**config.mk**
```make
export PLATFORM = sky130hd
export DESIGN_NAME = orbb_front
export DESIGN_NICKNAME = d
export VERILOG_FILES = /design/src/design/orbb_pkg.sv /design/src/design/orbb_front.sv
export SDC_FILE = /design/constraint.sdc
export NUM_CORES = 1
export LEC_CHECK = 0
export ABC_CLOCK_PERIOD_IN_PS = 7130
export BUFFER_PORTS_ARGS = -buffer_cell sky130_fd_sc_hd__buf_2
export CORE_MARGIN = 4
export CORE_UTILIZATION = 35
export DETAILED_ROUTE_END_ITERATION = 6
export PLACE_DENSITY = 0.69
export RECOVER_POWER = 25
export SLEW_MARGIN = 0
export SYNTH_ARGS = -nofsm -noshare
export SYNTH_HDL_FRONTEND = slang
export SYNTH_SLANG_ARGS = --single-unit
```
**constraint.sdc**
```tcl
create_clock -name vclk -period 7.13
set_clock_uncertainty 0.2 [all_clocks]
set_input_delay 1.0695 -clock vclk [all_inputs]
set_output_delay 1.0695 -clock vclk [all_outputs]
set_load 0.02 [all_outputs]
```
**src/design/orbb_pkg.sv**
```systemverilog
package orbb_pkg;

  localparam int unsigned RingBytesDefault = 4096;
  localparam int unsigned CapWidth = 13;
  localparam logic [CapWidth-1:0] CapReset = 13'd4096;

  typedef enum logic [1:0] {
    StDone    = 2'd0,
    StFullEmp = 2'd1,
    StInvalid = 2'd2,
    StUnbound = 2'd3
  } status_e;

  typedef enum logic {
    ModeWrite = 1'b0,
    ModeRead  = 1'b1
  } mode_e;

  typedef struct packed {
    logic        mode;
    logic [63:0] offset;
    logic [63:0] ack_offset;
    logic [7:0]  data_byte;
    logic        request_last;
  } in_item_t;

  typedef struct packed {
    logic [1:0]  status;
    logic [7:0]  read_byte;
    logic [63:0] new_offset;
  } out_item_t;

  // Classified item handed from the front to the back.
  typedef struct packed {
    in_item_t item;
    logic     unbound;
    logic     win_ok;
  } cls_item_t;

endpackage

```
**src/design/orbb_front.sv**
```systemverilog
module orbb_front #(
  parameter int unsigned RingBytes = orbb_pkg::RingBytesDefault
) (
  input  logic                                    clk_i,
  input  logic                                    rst_ni,
  input  logic                                    valid_i,
  output logic                                    stall_o,
  input  orbb_pkg::in_item_t                      item_i,
  input  logic [orbb_pkg::CapWidth-1:0]           cap_i,
  input  logic                                    q_full_i,
  output logic                                    push_o,
  output orbb_pkg::cls_item_t                     cls_o
);
  import orbb_pkg::*;

  logic [63:0] diff;
  logic [CapWidth-1:0] cap_eff;

  // A capacity above the ring size is taken as the ring size.
  assign cap_eff = (32'(cap_i) > 32'(RingBytes)) ? CapWidth'(RingBytes) : cap_i;

  // Reads are checked later against the published offset, so only writes
  // get their window checked here.
  assign diff    = item_i.offset - item_i.ack_offset;
  assign stall_o = q_full_i;
  assign push_o  = valid_i && !q_full_i;

  always_comb begin
    cls_o.item    = item_i;
    cls_o.unbound = (cap_i == '0);
    cls_o.win_ok  = (item_i.offset >= item_i.ack_offset) &&
                    (diff <= {{(64-CapWidth){1'b0}}, cap_eff});
  end

  logic unused_clk;
  assign unused_clk = clk_i ^ rst_ni;
endmodule

```
==> impl_metrics.csv <==
group,metric,value,unit
outcome,outcome,"finished, final reports clean",
global_route,overflow,0,
routing,dr.max_layer_used,"met4",
routing,wl_per_cell,16.04,um
timing,slew_viol_final,0,
setup_path,max_stage_delay,460,ps
floorplan,die_y,140.1,um
floorplan,fp.coreArea,0.01718,mm2
setup_path,cp.depth,26,
global_route,grt_pass1_wl,32.93,mm
timing,finalSetupViolCount,0,
routing,routed-wl-met2,9.735,mm
placed_design,globalplace.congestion,0.9512,
timing,timing.fmax,141.8,MHz
timing,fin_ws,79.68,ps
pwr,vdd_drop_max,0.03577,mV
synth,yosysWarnings,0,
routing,routed_wl,20.67,mm
setup_path,cp_max_fo,3,
setup_path,crit_family,"compound AO/OA/AOI/OAI gates",
global_route,grt_pass1_vias,6659,
setup_path,crit_type,"input port to output port",
cells_and_area,clkbuf_count,0,
synth,syn_area,0.006105,mm2
timing,rsz0062_at_grt,"true",
min_path,hold_class,"input port to output port",
floorplan,row_count,48,
cells_and_area,diodes,0,
cells_and_area,fin_area,0.006834,mm2
setup_path,critPathLaunchType,"input port",
floorplan,fp.dieW,140.1,um
routing,via_per_inst,5.338,
routing,drtPass1Iterations,5,
synth,synthDistinctLibCells,73,
cells_and_area,register_area,0,um2
setup_path,end_kind,"output port",
synth,ys_top_cells_by_area,"buf_4, ha_1, a21oi_1",
routing,initialDrtViolationCount,466,
synth,netlist_instances,924,
timing,fin_crit_sh,98.88,%
pwr,cellLeakagePower,3.456,nW
synth,yosys.area.top_type,"buf_4",
cells_and_area,drive_gt1_share,29.42,%
setup_path,cp_data_arrival_time,5780,ps
global_route,grt_max_degree,14,
floorplan,die-area,0.01962,mm2
timing,period_minus_slack,7050,ps
synth,synth_top_area_share,17.83,%
pwr,power_density,98.33,mW/mm2
setup_path,crit_slowest_cell,"or4_4",
clocking,cts_hold_buf,0,
placed_design,placed_cell_area,0.006755,mm2
routing,met3_length,1.479,mm
global_route,grt_usage,19.55,%
global_route,antenna_found_initial,0,
placed_design,pre_cts_ws,-555.8,ps
synth,syn_area_per_cell,6.607,um2
cells_and_area,syn_to_final_growth,11.95,%
synth,synth_fp_nets,1157,
min_path,holdPathStages,0,
pwr,power,0.0006720,W
floorplan,io_pins,297,
routing,m1WireLength,9.207,mm
synth,yosysSeqAreaShare,0,%
run,drv_cap,0,
floorplan,start_util,35.54,%
cells_and_area,flops_and_latches,0,
timing,worstMarginPinSlew,605.7,ps
routing,ant_nets,0,
setup_path,crit_required,5860,ps
timing,relSlewSlack,59.49,%
routing,drc,0,
routing,via_count,6881,
cells_and_area,fin_nets,1299,
placed_design,dp_hpwl,18.30,mm
setup_path,crit_buf_inv,5,
placed_design,io_buffers,275,
timing,finalHoldViolCount,0,
## final cells by class
type               instances  area (um2)
multi-input cells        669        4617
well taps                225       281.5
inverters                 88       332.8
fillers                 1856       10340
repair buffers           307        1603
## cell usage after synthesis (11+ instances only)
cell        n
o21bai_1   12
xor2_1     23
nand2_1    95
a21o_1     20
nand4_1    27
ha_1       77
a21oi_1    94
nor3_1     16
nand3_1    15
o21ai_0    43
xnor2_1    23
inv_1      87
buf_4     145
nor2_1     59
nor4_1     11
## repair_timing
action | in CTS | in global routing
endpoints found under the setup margin | 1 | 1
pin swaps | 19 | 3
gates resized for setup | 13 | 8
setup buffers | 2 | 0
## routing by layer
layer,GRT usage [%],vias to the layer above
met5,0,-
met4,1.938,0
met3,1.058,28
met2,34.74,312
met1,27.07,3091
li1,-,3450
## placed cells by master (no fill, tap or decap), types with 24 or more instances in the layout
| master | n |
|---|---|
| nand4_1 | 27 |
| buf_4 | 32 |
| a21oi_1 | 92 |
| inv_1 | 85 |
| nand2_1 | 95 |
| ha_1 | 76 |
| clkbuf_1 | 24 |
| buf_2 | 249 |
| o21ai_0 | 42 |
| nor2_1 | 58 |
## metrics by stage
step / instances / util [%] / hold WS, ps / setup TNS [ps]
floorplan: 924 / - / 2017 / 0
global placement: 1287 / 39.33 / 1939 / -493.9
detailed placement: 1287 / 39.33 / 1939 / -555.8
CTS: 1289 / 39.71 / 1939 / -60.11
global route: 1289 / 39.79 / 1939 / -89.96
finish: 1289 / 39.79 / 1939 / 0
## path summary, 6_finish.rpt
path,endpoint,from,slack [ps]
setup / recovery,cls_o[0],item_i[73],80
hold / removal,cls_o[2],item_i[0],1940
## kinds of logic (layout without fill, tap and decap cells)
kind of cell    after synthesis  in the layout  synth area share (%)
simple gates                270            270                 21.73
mux                           3              3                0.4919
xor+xnor                     46             46                 6.600
fa+ha+maj                    78             78                 16.11
compound gates              272            272                 29.47
buf+inv                     255            395                 25.60
## where the power goes
part	internal (W)	total (W)	switching (W)
Sequential	0	0	0
Clock	0	0	0
Combinational	0.000260	0.000672	0.000412
Total	0.000260	0.000672	0.000412
Note: power is estimated with default switching activity, not from simulation.
